File: src/rtl/kmas_ram.sv
// kmas_ram: simple dual-port memory, one write and one registered read per cycle
// no dependencies
`default_nettype none

module kmas_ram #(
    parameter int DEPTH = 256,
    parameter int WIDTH = 8,
    localparam int AW = (DEPTH > 1) ? $clog2(DEPTH) : 1
) (
    input  wire logic             i_clk,
    input  wire logic             i_we,
    input  wire logic [AW-1:0]    i_waddr,
    input  wire logic [WIDTH-1:0] i_wdata,
    input  wire logic             i_re,
    input  wire logic [AW-1:0]    i_raddr,
    output logic      [WIDTH-1:0] o_rdata
);

    logic [WIDTH-1:0] r_mem [DEPTH];

    always_ff @(posedge i_clk) begin
        if (i_we) begin
            r_mem[i_waddr] <= i_wdata;
        end
    end

    always_ff @(posedge i_clk) begin
        if (i_re) begin
            o_rdata <= r_mem[i_raddr];
        end
    end

endmodule

`default_nettype wire

File: config.mk
export PLATFORM = sky130hd
export DESIGN_NAME = kmas_ram
export DESIGN_NICKNAME = d
export VERILOG_FILES = /design/src/rtl/kmas_ram.sv
export SDC_FILE = /design/constraint.sdc
export NUM_CORES = 2
export LEC_CHECK = 0
export ABC_AREA = 1
export BUFFER_PORTS_ARGS = -buffer_cell sky130_fd_sc_hd__buf_2
export CORE_UTILIZATION = 30
export DETAILED_ROUTE_END_ITERATION = 16
export HOLD_SLACK_MARGIN = 0.08
export SETUP_SLACK_MARGIN = 0.15
export SYNTH_ARGS = -nofsm -noshare
export SYNTH_HDL_FRONTEND = slang
export SYNTH_SLANG_ARGS = --single-unit
File: constraint.sdc
create_clock -name i_clk -period 4.8 [get_ports i_clk]
set_input_delay 0.96 -clock i_clk [delete_from_list [all_inputs] [get_ports i_clk]]
set_output_delay 0.96 -clock i_clk [all_outputs]
set_load 0.02 [all_outputs]
==> flow_summary.ini <==
[pwr]
p_int_mw = 29.3
switching_power_mw = 8.64
p_sw_share_pct = 22.8
ir_drop_v = 0.000440
leakagePower_nw = 31.8
p_comb_share_pct = 6.1
pwr-share-seq_pct = 52.2
pwr-share-clk_pct = 41.8
p_per_area_nw_per_um2 = 403

[floorplanning]
dieWidth_um = 530
core_area_um2 = 276000
die_h_um = 530
rows = 193
start_util_pct = 30.2
die_area_um2 = 280000
num_io_pins = 35

[clocking]
cts_root_buffer = clkbuf_16
postCtsSetupBuffers = 0
clock_latency_ns = 0.86
htree_num_levels = 4
clkSlewWorstSetupHoldPaths_ns = 0.06
cts_buffer_depth = 3
cts.repair.resized = 0
cts_buffers = 196
cts_tree = done
cts_sinks = 2056
cts_hold_buf = 0

[logic_synthesis]
syn_inst = 7003
synth_cell_types = 13
yosys_warnings = 0
ys_seq_area_share_pct = 74.0
synth_nets = 7030
postSynthRegisterBits = 2056
avgSynthCellArea_um2 = 11.9
netlist_area_um2 = 83500

[place]
gp_congestion = 0.845
post-dp-hpwl_um = 138000
port_buffers = 34
pre_cts_slack_ns = 0.759

[finish]
nets = 6912
syn_to_final_growth_pct = 12.9
final_layout_size_suffix_gt1_share_pct = 6.59

[worst_setup_path]
path_delay_family = buffers and inverters
worstPathRequired_ns = 5.40
critPathCaptureType = register
worstPathCellList = buf_8 > inv_8 > buf_12 > buf_12 > buf_4 > nand3_1 > nand3_1 > nand3_1 > nand3_1 > nand3_1 > nand3_1 > nand2_1 > nand2_1 > nand2_1
worst-path-buf-inv = 5
crit_arrival_ns = 3.84
rr_worst_depth = 10
worst-path-max-fanout = 55
crit_slowest_cell = inv_8
crit_path_frequent_cell = nand3_1
critPathMaxStageDelay_ns = 0.44
crit_type = in -> reg
start_kind = primary input
worst-path-stages = 14

[sta]
tightest_slew_ns = 1.24
fin_skew_ns = 0.0515
max-slew-margin-rel_pct = 17.3
fin_ws_ns = 1.55
tns_ns = 0
timing.final.crit_share_pct = 67.6
period_needed_ns = 3.25
rsz0062_at_grt = no
drv_slew = 0
hold_viol_final = 0
setup_viol = 0
maxClockFrequency_mhz = 308

[route]
wire_per_inst_um = 22.2
drt_iter0_drc = 6987
drtPass1Iterations = 6
top_layer = met4
route.met3.wl_um = 19700
via_per_inst = 5.07
route.detailed.drc = 0
wl_met2_um = 114000
via_count = 54600
ant_nets = 0
wl_met1_um = 97400
wl_um = 239000

[run]
cap_viol_max_count = 0

[outcome]
status = finished clean

[grt]
overflow = 0
grt_pass1_vias = 52100
antenna_found_initial = 10
grt_pass1_wl_um = 351000
grt_start_max_net_pins = 157
grt_use_total_pct = 16.7

[min_path]
min_path_cells = 1
hp-class = in -> reg
==> per-stage QoR <==
| stage | total power [mW] | hold WS, ns | cells | utilization, % | cell area, µm² |
|---|---|---|---|---|---|
| CTS | 38.1 | 0.467 | 10800 | 34.1 | 94200 |
| global route | 39.0 | 0.490 | 10800 | 34.1 | 94200 |
| floorplan | 21.4 | 0.911 | 7003 | - | 83500 |
| global placement | 22.5 | 1.05 | 10400 | 31.7 | 87700 |
| finish | 38.0 | 0.517 | 10800 | 34.1 | 94200 |
| detailed placement | 22.5 | 1.03 | 10400 | 31.7 | 87700 |
==> metal layers <==
layer | global-route usage, % | up-vias
met3 | 3.02 | 373
li1 | - | 24600
met5 | 0 | -
met1 | 22.3 | 27200
met2 | 27.0 | 2412
met4 | 6.11 | 0
==> synthesized netlist by cell type <==
cell type	instances	area (µm²)
buf_6	16	180
buf_1	40	150
edfxtp_1	2056	61700
inv_1	36	135
buf_4	46	345
nor2_1	283	1060
inv_2	2	7.51
buf_8	1	15.0
nand3_1	2019	10100
inv_4	1	6.26
buf_2	268	1340
clkbuf_1	112	420
nand2_1	2123	7970
==> logic make-up after synthesis <==
kind of cell,after synthesis,share of synthesized area (%)
simple gates,4425,22.9
buf+inv,522,3.12
flops,2056,74.0
==> layout make-up <==
class / count / area (µm²)
fillers: 26800 / 182000
flip-flops and latches: 2056 / 61700
multi-input cells: 4425 / 19100
clock buffers: 230 / 5030
well taps: 3705 / 4640
repair buffers: 167 / 1960
clock inverters: 136 / 1500
inverters: 39 / 180
diodes: 5 / 12.5
==> worst register-to-register path, cell delays in order (launching register included) <==
cell and delay (ns):
edfxtp_1 0.36, nand2_1 0.07, nand3_1 0.09, nand3_1 0.18, nand3_1 0.14, nand3_1 0.29, nand3_1 0.16, nand3_1 0.37
nand2_1 0.12, nand2_1 0.14, nand2_1 0.07
==> sequential cells by signal, indices dropped and copies added (netlist names) <==
signal,cells
r_mem,2048
o_rdata,8
==> layout by cell type, fill, tap and decap left out, drive strengths merged <==
cell type,instances
buf,167
bufinv,27
clkbuf,230
clkinv,88
clkinvlp,12
diode,5
edfxtp,2056
inv,48
nand2,2123
nand3,2019
nor2,283
==> final timing paths <==
kind                      from       endpoint  slack, ns
hold reg to reg   r_mem[51][1]     o_rdata[1]       1.07
setup reg to reg  r_mem[99][0]     o_rdata[0]       2.58
setup / recovery    i_raddr[1]     o_rdata[5]       1.55
hold / removal      i_wdata[5]  r_mem[106][5]       0.52
==> power by group through the flow <==
| stage | logic [mW] | registers [mW] | clock network, mW |
|---|---|---|---|
| floorplan | 1.22 | 20.2 | 0 |
| global placement | 2.27 | 20.2 | 0 |
| detailed placement | 2.28 | 20.2 | 0 |
| CTS | 2.29 | 19.8 | 16.0 |
| global route | 2.47 | 19.8 | 16.7 |
| finish | 2.30 | 19.8 | 15.9 |
(Power assumes the default switching activity.)
