### src/rtl/kmas_pkg.sv
// kmas_pkg: shared types and codes of the keyword mixed-alphabet substitution core
// used by kmas_walk and keyed_mixed_alphabet_substitution_core; no dependencies
`default_nettype none

package kmas_pkg;

    localparam int SYM_W = 8;
    localparam int CNT_W = 9;
    localparam int MODE_W = 3;
    localparam int STAT_W = 3;

    localparam logic [CNT_W-1:0] ALPHA_SIZE_RST = 9'd26;

    localparam logic [MODE_W-1:0] MODE_APPEND = 3'd0;
    localparam logic [MODE_W-1:0] MODE_CLEAR  = 3'd1;
    localparam logic [MODE_W-1:0] MODE_BUILD  = 3'd2;
    localparam logic [MODE_W-1:0] MODE_ENCODE = 3'd3;
    localparam logic [MODE_W-1:0] MODE_DECODE = 3'd4;

    localparam logic [STAT_W-1:0] STAT_OK        = 3'd0;
    localparam logic [STAT_W-1:0] STAT_KEY_EMPTY = 3'd1;
    localparam logic [STAT_W-1:0] STAT_RANGE     = 3'd2;
    localparam logic [STAT_W-1:0] STAT_NOT_BUILT = 3'd3;
    localparam logic [STAT_W-1:0] STAT_KEY_LONG  = 3'd4;

    localparam logic CFG_ALPHA_SIZE = 1'b0;
    localparam logic CFG_ARRANGE    = 1'b1;

    typedef enum logic [3:0] {
        ST_IDLE,
        ST_EXEC,
        ST_LOOKUP,
        ST_CLEAR,
        ST_KEYRD,
        ST_KEYCHK,
        ST_KEYMARK,
        ST_ALPHA,
        ST_ALPHAW,
        ST_EMIT
    } t_state;

    typedef struct packed {
        logic             go;
        logic [CNT_W-1:0] stride;
        logic [CNT_W-1:0] len;
    } t_walk_cmd;

    typedef struct packed {
        logic             act;
        logic [CNT_W-1:0] addr;
        logic [CNT_W-1:0] idx;
    } t_walk_out;

endpackage

`default_nettype wire

### src/rtl/kmas_walk.sv
// kmas_walk: address walker that reads the sequence column by column with a stride
// uses kmas_pkg (walker command and status structs)
`default_nettype none

module kmas_walk (
    input  wire logic               i_clk,
    input  wire logic               i_rst_n,
    input  wire kmas_pkg::t_walk_cmd i_cmd,
    output kmas_pkg::t_walk_out     o_walk
);

    logic                       r_act, n_act;
    logic [kmas_pkg::CNT_W-1:0] r_j, n_j;
    logic [kmas_pkg::CNT_W-1:0] r_c, n_c;
    logic [kmas_pkg::CNT_W-1:0] r_out, n_out;
    logic [kmas_pkg::CNT_W-1:0] r_stride, n_stride;
    logic [kmas_pkg::CNT_W-1:0] r_len, n_len;
    logic [kmas_pkg::CNT_W:0]   w_sum;
    logic [kmas_pkg::CNT_W-1:0] w_cn;

    // row adder and column incrementer: next row in this column, or start of next column
    assign w_sum = {1'b0, r_j} + {1'b0, r_stride};
    assign w_cn  = r_c + 9'd1;

    always_comb begin
        n_act    = r_act;
        n_j      = r_j;
        n_c      = r_c;
        n_out    = r_out;
        n_stride = r_stride;
        n_len    = r_len;
        if (i_cmd.go) begin
            n_act    = 1'b1;
            n_j      = '0;
            n_c      = '0;
            n_out    = '0;
            n_stride = i_cmd.stride;
            n_len    = i_cmd.len;
        end else if (r_act) begin
            n_out = r_out + 9'd1;
            if (w_sum < {1'b0, r_len}) begin
                n_j = w_sum[kmas_pkg::CNT_W-1:0];
            end else if (w_cn == r_stride) begin
                n_act = 1'b0;
            end else begin
                n_j = w_cn;
                n_c = w_cn;
            end
        end
    end

    always_ff @(posedge i_clk) begin
        if (!i_rst_n) begin
            r_act <= 1'b0;
        end else begin
            r_act <= n_act;
        end
    end

    always_ff @(posedge i_clk) begin
        r_j      <= n_j;
        r_c      <= n_c;
        r_out    <= n_out;
        r_stride <= n_stride;
        r_len    <= n_len;
    end

    assign o_walk.act  = r_act;
    assign o_walk.addr = r_j;
    assign o_walk.idx  = r_out;

endmodule

`default_nettype wire

### config.mk
export PLATFORM = sky130hd
export DESIGN_NAME = kmas_walk
export DESIGN_NICKNAME = d
export VERILOG_FILES = /design/src/rtl/kmas_pkg.sv /design/src/rtl/kmas_walk.sv
export SDC_FILE = /design/constraint.sdc
export NUM_CORES = 1
export LEC_CHECK = 0
export BUFFER_PORTS_ARGS = -buffer_cell sky130_fd_sc_hd__buf_2
export CORE_ASPECT_RATIO = 0.6
export CORE_UTILIZATION = 60
export CTS_BUF_LIST = sky130_fd_sc_hd__clkbuf_4 sky130_fd_sc_hd__clkbuf_8
export DETAILED_ROUTE_END_ITERATION = 8
export HOLD_SLACK_MARGIN = 0.08
export PLACE_DENSITY = 0.85
export SLEW_MARGIN = 5
export SYNTH_ARGS = -nofsm -noshare
export SYNTH_HDL_FRONTEND = slang
export SYNTH_SLANG_ARGS = --single-unit
### constraint.sdc
create_clock -name i_clk -period 7.7 [get_ports i_clk]
set_clock_uncertainty 0.05 [all_clocks]
set_input_delay 0.385 -clock i_clk [delete_from_list [all_inputs] [get_ports i_clk]]
set_output_delay 0.385 -clock i_clk [all_outputs]
set_load 0.01 [all_outputs]
==> flow_summary.json, run 1 <==
{
  "clkSinkCount": 46,
  "cpMaxStageDelayCell": "a221oi_1",
  "ys_top_cells_by_count": "dfxtp_1, nor2_1, a21oi_1, ha_1, edfxtp_1",
  "relSlewSlack_pct": 11.95,
  "max-clock-path-buffers": 2,
  "via_per_inst": 6.247,
  "start_kind": "flip-flop",
  "ys_types": 62,
  "seq_area_mm2": 0.001101,
  "cts_tree": "built",
  "worstPathRequired_ps": 7870,
  "clkPwrFrac_pct": 23.3,
  "yosysTopAreaCell": "dfxtp_1",
  "p_leak_nw": 1.245,
  "area_delta_synth_final_pct": 10.33,
  "p_per_area_mw_per_mm2": 214.4,
  "multiInputGateArea_mm2": 0.001593,
  "syn_area_mm2": 0.002821,
  "wire_per_inst_um": 17.19,
  "syn_nets": 319,
  "status": "finished, final reports clean",
  "die-width_um": 90.53,
  "drive_gt1_share_pct": 19.49,
  "syn_area_per_cell_um2": 10.15,
  "gp_congestion": 0.9750,
  "worst_slew_pin_slew_ps": 1321,
  "grt_overflow": 0,
  "grt_max_degree": 41,
  "cts_resized": 0,
  "h-tree-depth": 2,
  "utilization_pct": 72.37,
  "grtUsageTotal_pct": 27.42,
  "post_cts_buffers": 0,
  "grt_pass1_wl_um": 10200,
  "synth_ff_type": "dfxtp_1",
  "worstSetupPathType": "reg -> reg",
  "row_count": 18,
  "switching_share_pct": 35.45,
  "netSwitchingPower_w": 0.0002366,
  "placed_cells": 365,
  "synth_area_leaders": "dfxtp_1, edfxtp_1, ha_1",
  "slew_violations": 0,
  "end_kind": "flip-flop",
  "diodes": 0,
  "finalHoldViolCount": 0,
  "synth_most_common_cell": "dfxtp_1",
  "cts_buffers": 5,
  "ant_nets": 0,
  "p_int_w": 0.0004308,
  "drv_cap": 0,
  "crit_chain": "ha_1 -> a211oi_1 -> o21bai_1 -> o31a_1 -> xnor2_1 -> ha_1 -> a211oi_1 -> o211ai_1 -> a221oi_1 -> nor2_1 -> a31o_1 -> a21oi_1",
  "firstDrtPassIters": 5,
  "cp.arrival_ps": 4510,
  "dieArea_mm2": 0.004990,
  "via_count": 2330,
  "ios": 40,
  "clk_latency_ps": 310,
  "fmaxAchievable_mhz": 230.9,
  "layout_min_cycle_time_ps": 4331,
  "root_buffer": "clkbuf_8",
  "path_max_fanout": 11,
  "holdCritPathClass": "in -> reg",
  "seqPwrFrac_pct": 43.6,
  "ff2ff_path_depth": 12,
  "yosysSeqAreaShare_pct": 39.02,
  "syn_inst": 278,
  "async_flop_share_pct": 0,
  "clk_pin_slew_ps": 100,
  "fin_tns_setup_ps": 0,
  "drt-initial-drc-count": 193,
  "fin_cells": 373,
  "yosys_warnings": 0,
  "comb_power_share_pct": 33.1,
  "synth_top_area_share_pct": 19.87,
  "initial_core_util_pct": 65.59,
  "setup_violations": 0,
  "grt_pass1_vias": 2027,
  "ys_ff_latch": 46,
  "dpl.hpwl_um": 4782,
  "period_share_pct": 56.25,
  "core_area_mm2": 0.004302,
  "ctsHoldBuffers": 0,
  "dieHeight_um": 55.12,
  "nets": 353,
  "fill_cells": 315,
  "drt_wl_total_um": 6413,
  "hold_depth": 1,
  "io_buffers": 39,
  "vdd_drop_max_uv": 141.5,
  "rsz0062_at_grt": "false",
  "synth_edf_count": 18,
  "critPathMaxStageDelay_ps": 1120,
  "antenna_found_initial": 0,
  "route.detailed.drc": 0
}
## final cells by class
type / instances / area share (%)
Sequential cell: 46 / 35.37
Inverter: 15 / 1.809
Multi-Input combinational cell: 205 / 51.17
Tap cell: 60 / 2.412
Timing Repair Buffer: 39 / 6.270
Clock buffer: 5 / 2.211
Clock inverter: 3 / 0.7637
## flip-flops by register name, summed over array words and instances (netlist names)
signal,flops
r_stride,9
r_len,9
r_act,1
r_j,9
r_out,9
r_c,9
## path summary, 6_finish.rpt
path                             startpoint     endpoint  slack (ps)
worst max register to register  r_stride[1]       r_c[7]        3370
worst max-delay path            r_stride[1]       r_c[7]        3370
worst min-delay path              i_cmd[11]  r_stride[2]         200
worst min register to register     r_out[7]     r_out[7]         460
## power by group through the flow
stage | Clock [W] | Sequential (W) | Combinational [W]
after detailed placement | 0 | 0.000296 | 0.000215
after global routing | 0.000168 | 0.000294 | 0.000241
after CTS | 0.000159 | 0.000290 | 0.000217
after global placement | 0 | 0.000295 | 0.000202
final | 0.000156 | 0.000291 | 0.000221
after floorplan | 0 | 0.000294 | 0.000159
## cells by family after synthesis
kind of cell    count (synthesis)  synth area share, %
mux                             1               0.3548
simple gates                   83                18.45
compound gates                 75                18.67
fa+ha+maj                      20                9.135
flops                          46                39.02
xor+xnor                       26                9.845
buf+inv                        27                4.523
## per-layer routing
layer	GRT usage, %	vias to the layer above	wire [µm]
met4	6.452	0	51
li1	-	1112	-
met1	40.36	1066	2993
met2	42.17	145	2661
met5	0	-	0
met3	4.918	7	707
## placed cells by master, fill, tap and decap left out, types with 8 or more instances in the layout
master / instances
nand3_1: 9
a21oi_1: 20
dfxtp_1: 28
nor2_1: 24
xor2_1: 9
nand2_1: 8
inv_1: 15
buf_2: 39
xnor2_1: 13
ha_1: 19
edfxtp_1: 18
## metrics by stage
stage	area (µm²)	power (W)	hold WS (ps)	worst slack, ps
2_1_floorplan	2821	0.0004521	433.9	4393
3_3_place_gp	3020	0.0004965	433.1	3742
3_5_place_dp	3020	0.0005101	446.3	3498
4_1_cts	3113	0.0006661	188.0	3450
5_1_grt	3113	0.0007029	178.7	3127
6_report	3113	0.0006674	195.6	3369
## critical path, delay by kind of cell, from the launching register on
kind | cells | cell delay (ps)
AND/OR/NAND/NOR | 1 | 170
XOR/XNOR | 1 | 220
AO/OA/AOI/OAI | 8 | 2740
adder cells (fa/ha/maj) | 2 | 600
flip-flops | 1 | 460
(Power assumes the default switching activity.)
==> run 2, diff against run 1 <==
- ABC_AREA: default -> 1
- clock period: 7.7 -> 4.4 ns (I/O delays scaled with it)
==> flow_summary.json, run 2 <==
{
  "antenna_found_initial": 0,
  "period_share_pct": 83.22,
  "path_max_fanout": 22,
  "cp.arrival_ps": 3820,
  "ys_types": 36,
  "p_per_area_mw_per_mm2": 608.2,
  "synth_compound_area_share_pct": 4.488,
  "worst_slew_pin_slew_ps": 801.4,
  "syn_area_mm2": 0.002955,
  "setup_ws_ps": 738.3,
  "grt_pass1_wl_um": 12700,
  "slew_violations": 0,
  "r2r_start": "r_stride[6]",
  "core_area_mm2": 0.004659,
  "setup_violations": 0,
  "p_leak_nw": 1.863,
  "io_buffers": 39,
  "relSlewSlack_pct": 46.52,
  "route.detailed.drc": 0,
  "synth_top_family_by_area": "simple AND/OR/NAND/NOR gates",
  "ios": 40,
  "final_cell_mix": "nand2_1, inv_1, buf_2, nand3_1",
  "end_kind": "flip-flop",
  "crit_start": "r_stride[6]",
  "row_count": 19,
  "grtUsageTotal_pct": 32.31,
  "h-tree-depth": 2,
  "yosysSeqAreaShare_pct": 37.26,
  "diodes": 0,
  "drive_gt1_share_pct": 14.87,
  "area_delta_synth_final_pct": 17.78,
  "synth_ff_type": "dfxtp_1",
  "clk_latency_ps": 310,
  "die-width_um": 92.61,
  "synth_area_leaders": "dfxtp_1, edfxtp_1, nand2_1",
  "rsz0062_at_grt": "false",
  "ys_ff_latch": 46,
  "holdCritPathClass": "in -> reg",
  "drv_cap": 0,
  "post_cts_buffers": 0,
  "layout_commonest_cell": "nand2_1",
  "grt_pass1_vias": 2648,
  "via_per_inst": 5.630,
  "preCtsSetupSlack_ps": 874.2,
  "status": "finished, final reports clean",
  "firstDrtPassIters": 7,
  "via_count": 2967,
  "clkSinkCount": 46,
  "syn_area_per_cell_um2": 7.261,
  "cts_resized": 0,
  "grt_max_degree": 30,
  "vdd_drop_max_uv": 334.9,
  "yosysTopAreaCell": "dfxtp_1",
  "start_kind": "flip-flop",
  "wire_per_inst_um": 15.39,
  "fin_tns_setup_ps": 0,
  "root_buffer": "clkbuf_8",
  "synth_fa_ha_area_share_pct": 8.721,
  "worstSetupPathType": "reg -> reg",
  "synthSimpleGateAreaFrac_pct": 37.17,
  "ctsHoldBuffers": 19,
  "drt-initial-drc-count": 305,
  "synth_top_area_share_pct": 18.97,
  "worstPathRequired_ps": 4560,
  "fmaxAchievable_mhz": 273.1,
  "synth_most_common_cell": "nand2_1",
  "layout_min_cycle_time_ps": 3662,
  "async_flop_share_pct": 0,
  "finalHoldViolCount": 0,
  "ys_top_cells_by_count": "nand2_1, inv_1, nand3_1, dfxtp_1, nor2_1",
  "gp_congestion": 0.9619,
  "yosys_warnings": 0,
  "initial_core_util_pct": 63.43,
  "min_from": "i_cmd[18]",
  "max-clock-path-buffers": 2,
  "syn_nets": 448,
  "drt_wl_total_um": 8111,
  "synth.mux.area_fraction_pct": 0,
  "synth_edf_count": 18,
  "synth_xor_area_share_pct": 2.371,
  "grt_overflow": 0,
  "cts_tree": "built",
  "dpl.hpwl_um": 5551,
  "clk_pin_slew_ps": 100,
  "ant_nets": 0,
  "nets": 504,
  "syn_inst": 407,
  "cts_buffers": 5,
  "dieHeight_um": 56.36,
  "dieArea_mm2": 0.005219
}
run 2: kinds of logic (layout without fill, tap and decap cells):
kind of cell / count (synthesis) / count (layout)
XOR/XNOR: 8 / 8
buffers and inverters: 74 / 131
adder cells (fa/ha/maj): 20 / 20
AO/OA/AOI/OAI: 24 / 24
AND/OR/NAND/NOR: 235 / 235
flip-flops: 46 / 46
run 2: through the flow:
stage                     hold slack, ps  utilization, %  total power (W)  area (µm²)  instances
after floorplan                    267.6               -         0.001445        2955        407
after global placement             345.9           68.21         0.001662        3178        500
after detailed placement           348.1           68.21         0.001705        3178        500
after CTS                          396.9           74.70         0.002061        3481        527
after global routing               425.8           74.70         0.002254        3481        527
final                              396.1           74.70         0.002117        3481        527
run 2: final timing paths:
check / slack, ps / cells past startpoint / end
min reg2reg: 470 / 1 / r_out[6]
min: 400 / 2 / r_out[4]
max: 740 / 13 / r_j[8]
max reg2reg: 740 / 13 / r_j[8]
run 2: worst max-delay path, cell delays in order, from the launching register on:
cell,delay [ps]
edfxtp_1,450
ha_1,430
a21oi_1,200
a21boi_0,210
nand2_1,160
xor2_1,270
ha_1,310
a21oi_1,150
nand2_1,70
nand2_1,240
nand3_2,420
or2_2,440
nand3_1,90
nand2_1,50
run 2: power breakdown:
group	switching [W]	leakage, nW	internal [W]	total, W
combinational	0.000765	1.40	0.000405	0.00117
clock	0.000161	0.0585	0.000171	0.000332
sequential	0.0000894	0.406	0.000526	0.000615
run 2: layout make-up:
| type | instances | area, µm² |
|---|---|---|
| sequential | 46 | 1101 |
| clock buffer | 5 | 68.82 |
| clock inverter | 3 | 43.79 |
| tap | 63 | 78.83 |
| inverter | 65 | 244.0 |
| multi-input combinational | 287 | 1559 |
| fill | 369 | 1179 |
| timing repair buffer | 58 | 385.4 |
run 2: layer usage:
layer / vias up / track usage (%) / part of all wire [%]
met1: 1340 / 46.35 / 44
li1: 1426 / - / -
met5: - / 0 / 0
met4: 0 / 9.152 / 1.4
met3: 18 / 7.995 / 11
met2: 183 / 48.25 / 43
==> run 3, diff against run 2 <==
- ABC_AREA: 1 -> 0
- CORE_UTILIZATION: 60 -> 59
- PLACE_DENSITY: 0.85 -> 0.84
- clock period: 4.4 -> 3.6 ns (I/O delays scaled with it)
==> flow_summary.json, run 3 (synthesized netlist as in run 1, its figures left out) <==
{
  "status": "finished, violations left",
  "violations": "DRC, setup timing",
  "diodes": 0,
  "hold_depth": 2,
  "wire_per_inst_um": 17.80,
  "setup_violations": 6,
  "die-width_um": 91.28,
  "path_max_fanout": 5,
  "preCtsSetupSlack_ps": 71.13,
  "dieArea_mm2": 0.005072,
  "via_count": 2522,
  "slew_violations": 0,
  "grt_pass1_wl_um": 11110,
  "row_count": 19,
  "drive_gt1_share_pct": 28.09,
  "cp.arrival_ps": 3860,
  "gp_congestion": 0.9150,
  "setup_ws_ps": -111.8,
  "dieHeight_um": 55.57,
  "dpl.hpwl_um": 4707,
  "drt_wl_total_um": 7460,
  "fmaxAchievable_mhz": 269.4,
  "max-clock-path-buffers": 2,
  "layout_commonest_cell": "buf_2",
  "start_kind": "flip-flop",
  "antenna_found_initial": 0,
  "grt_overflow": 0,
  "holdCritPathClass": "in -> reg",
  "cts_buffers": 5,
  "firstDrtPassIters": 7,
  "relSlewSlack_pct": 43.14,
  "ant_nets": 0,
  "final_cell_mix": "buf_2, dfxtp_1, nor2_1, buf_4, dlygate4sd3_1",
  "route.detailed.drc": 2,
  "clk_latency_ps": 310,
  "utilization_pct": 78.70,
  "place_area_mm2": 0.003157,
  "p_leak_nw": 1.463,
  "drt-initial-drc-count": 185,
  "end_kind": "flip-flop",
  "worst_slew_pin_slew_ps": 852.9,
  "h-tree-depth": 2,
  "grt_max_degree": 41,
  "layout_min_cycle_time_ps": 3712,
  "vdd_drop_max_uv": 276.6,
  "rsz0062_at_grt": "true",
  "grtUsageTotal_pct": 28.24,
  "worstSetupPathType": "reg -> reg",
  "core_area_mm2": 0.004588,
  "clkSinkCount": 46,
  "clk_pin_slew_ps": 90,
  "via_per_inst": 6.019,
  "fin_cells": 419,
  "nets": 396,
  "drv_cap": 0,
  "grt_pass1_vias": 2317,
  "initial_core_util_pct": 61.49,
  "ff2ff_path_depth": 13,
  "finalHoldViolCount": 0,
  "worstPathRequired_ps": 3750,
  "final_area_mm2": 0.003611,
  "root_buffer": "clkbuf_8",
  "cts_tree": "built",
  "io_buffers": 39,
  "ios": 40,
  "area_delta_synth_final_pct": 27.98,
  "period_share_pct": 103.1,
  "p_per_area_mw_per_mm2": 468.9,
  "placed_cells": 384
}
==> run 3: cell types whose count changed in the layout (fill, tap and decap cells not counted), sizes merged, moves of 5 or more <==
cell,delta
nand2,-125
xnor2,+11
a22oi,+5
nor2,-9
or4,+6
inv,-50
a21oi,+7
nand3,-26
nand4,-15
o31ai,+7
buf,+24
==> run 3: repair_timing <==
| action | in CTS | in global routing |
|---|---|---|
| endpoints found under the setup margin | 0 | 19 |
| hold buffers | 19 | 0 |
| buffers inserted | 0 | 8 |
| hold endpoints to repair | 19 | 0 |
| resized for setup | 0 | 20 |
==> run 3: layer usage <==
layer  track usage (%)  share of wire (%)  vias up  wire, µm
li1                  -                  -     1200         -
met1             42.68                 47     1206      3486
met2             41.23                 45      106      3330
met3             5.923                7.4       10       553
met4             7.029                1.2        0        89
met5                 0                  0        -         0
==> run 3: through the flow <==
step | total power (W) | hold WS [ps] | setup TNS (ps)
final | 0.001693 | 426.6 | -193.5
after global routing | 0.001766 | 445.5 | -1521
after CTS | 0.001552 | 409.7 | 0
after detailed placement | 0.001144 | 308.1 | 0
after global placement | 0.001125 | 306.0 | 0
after floorplan | 0.0009670 | 228.9 | 0
==> run 3: worst paths after layout <==
check / start / to / slack, ps
max: r_stride[1] / r_j[7] / -110
min: i_cmd[18] / r_out[4] / 430
max reg2reg: r_stride[1] / r_j[7] / -110
min reg2reg: r_out[8] / r_out[8] / 460
==> run 3: where the power goes <==
| group | switching, W | total [W] | leakage (nW) | internal, W |
|---|---|---|---|---|
| Sequential | 0.0000396 | 0.000621 | 0.404 | 0.000581 |
| Combinational | 0.000342 | 0.000673 | 1.00 | 0.000330 |
| Clock | 0.000185 | 0.000400 | 0.0548 | 0.000215 |
==> run 3: critical path, stage by stage, from the launching register on <==
cell and delay, ps:
edfxtp_1 410, ha_1 340, a211oi_2 230, o21bai_1 150, o31a_1 320, xnor2_2 160, ha_1 320, a211oi_2 200
o211ai_1 180, a221o_1 470, a41oi_2 280, buf_4 170, nor2_1 50, a211oi_1 250
==> run 3: cell type report <==
cell class	instances	area, µm²
multi-input cells	205	1679
flip-flops and latches	46	1101
fillers	279	977.2
repair buffers	82	581.8
well taps	63	78.83
clock buffers	6	76.32
inverters	15	56.30
clock inverters	2	37.54
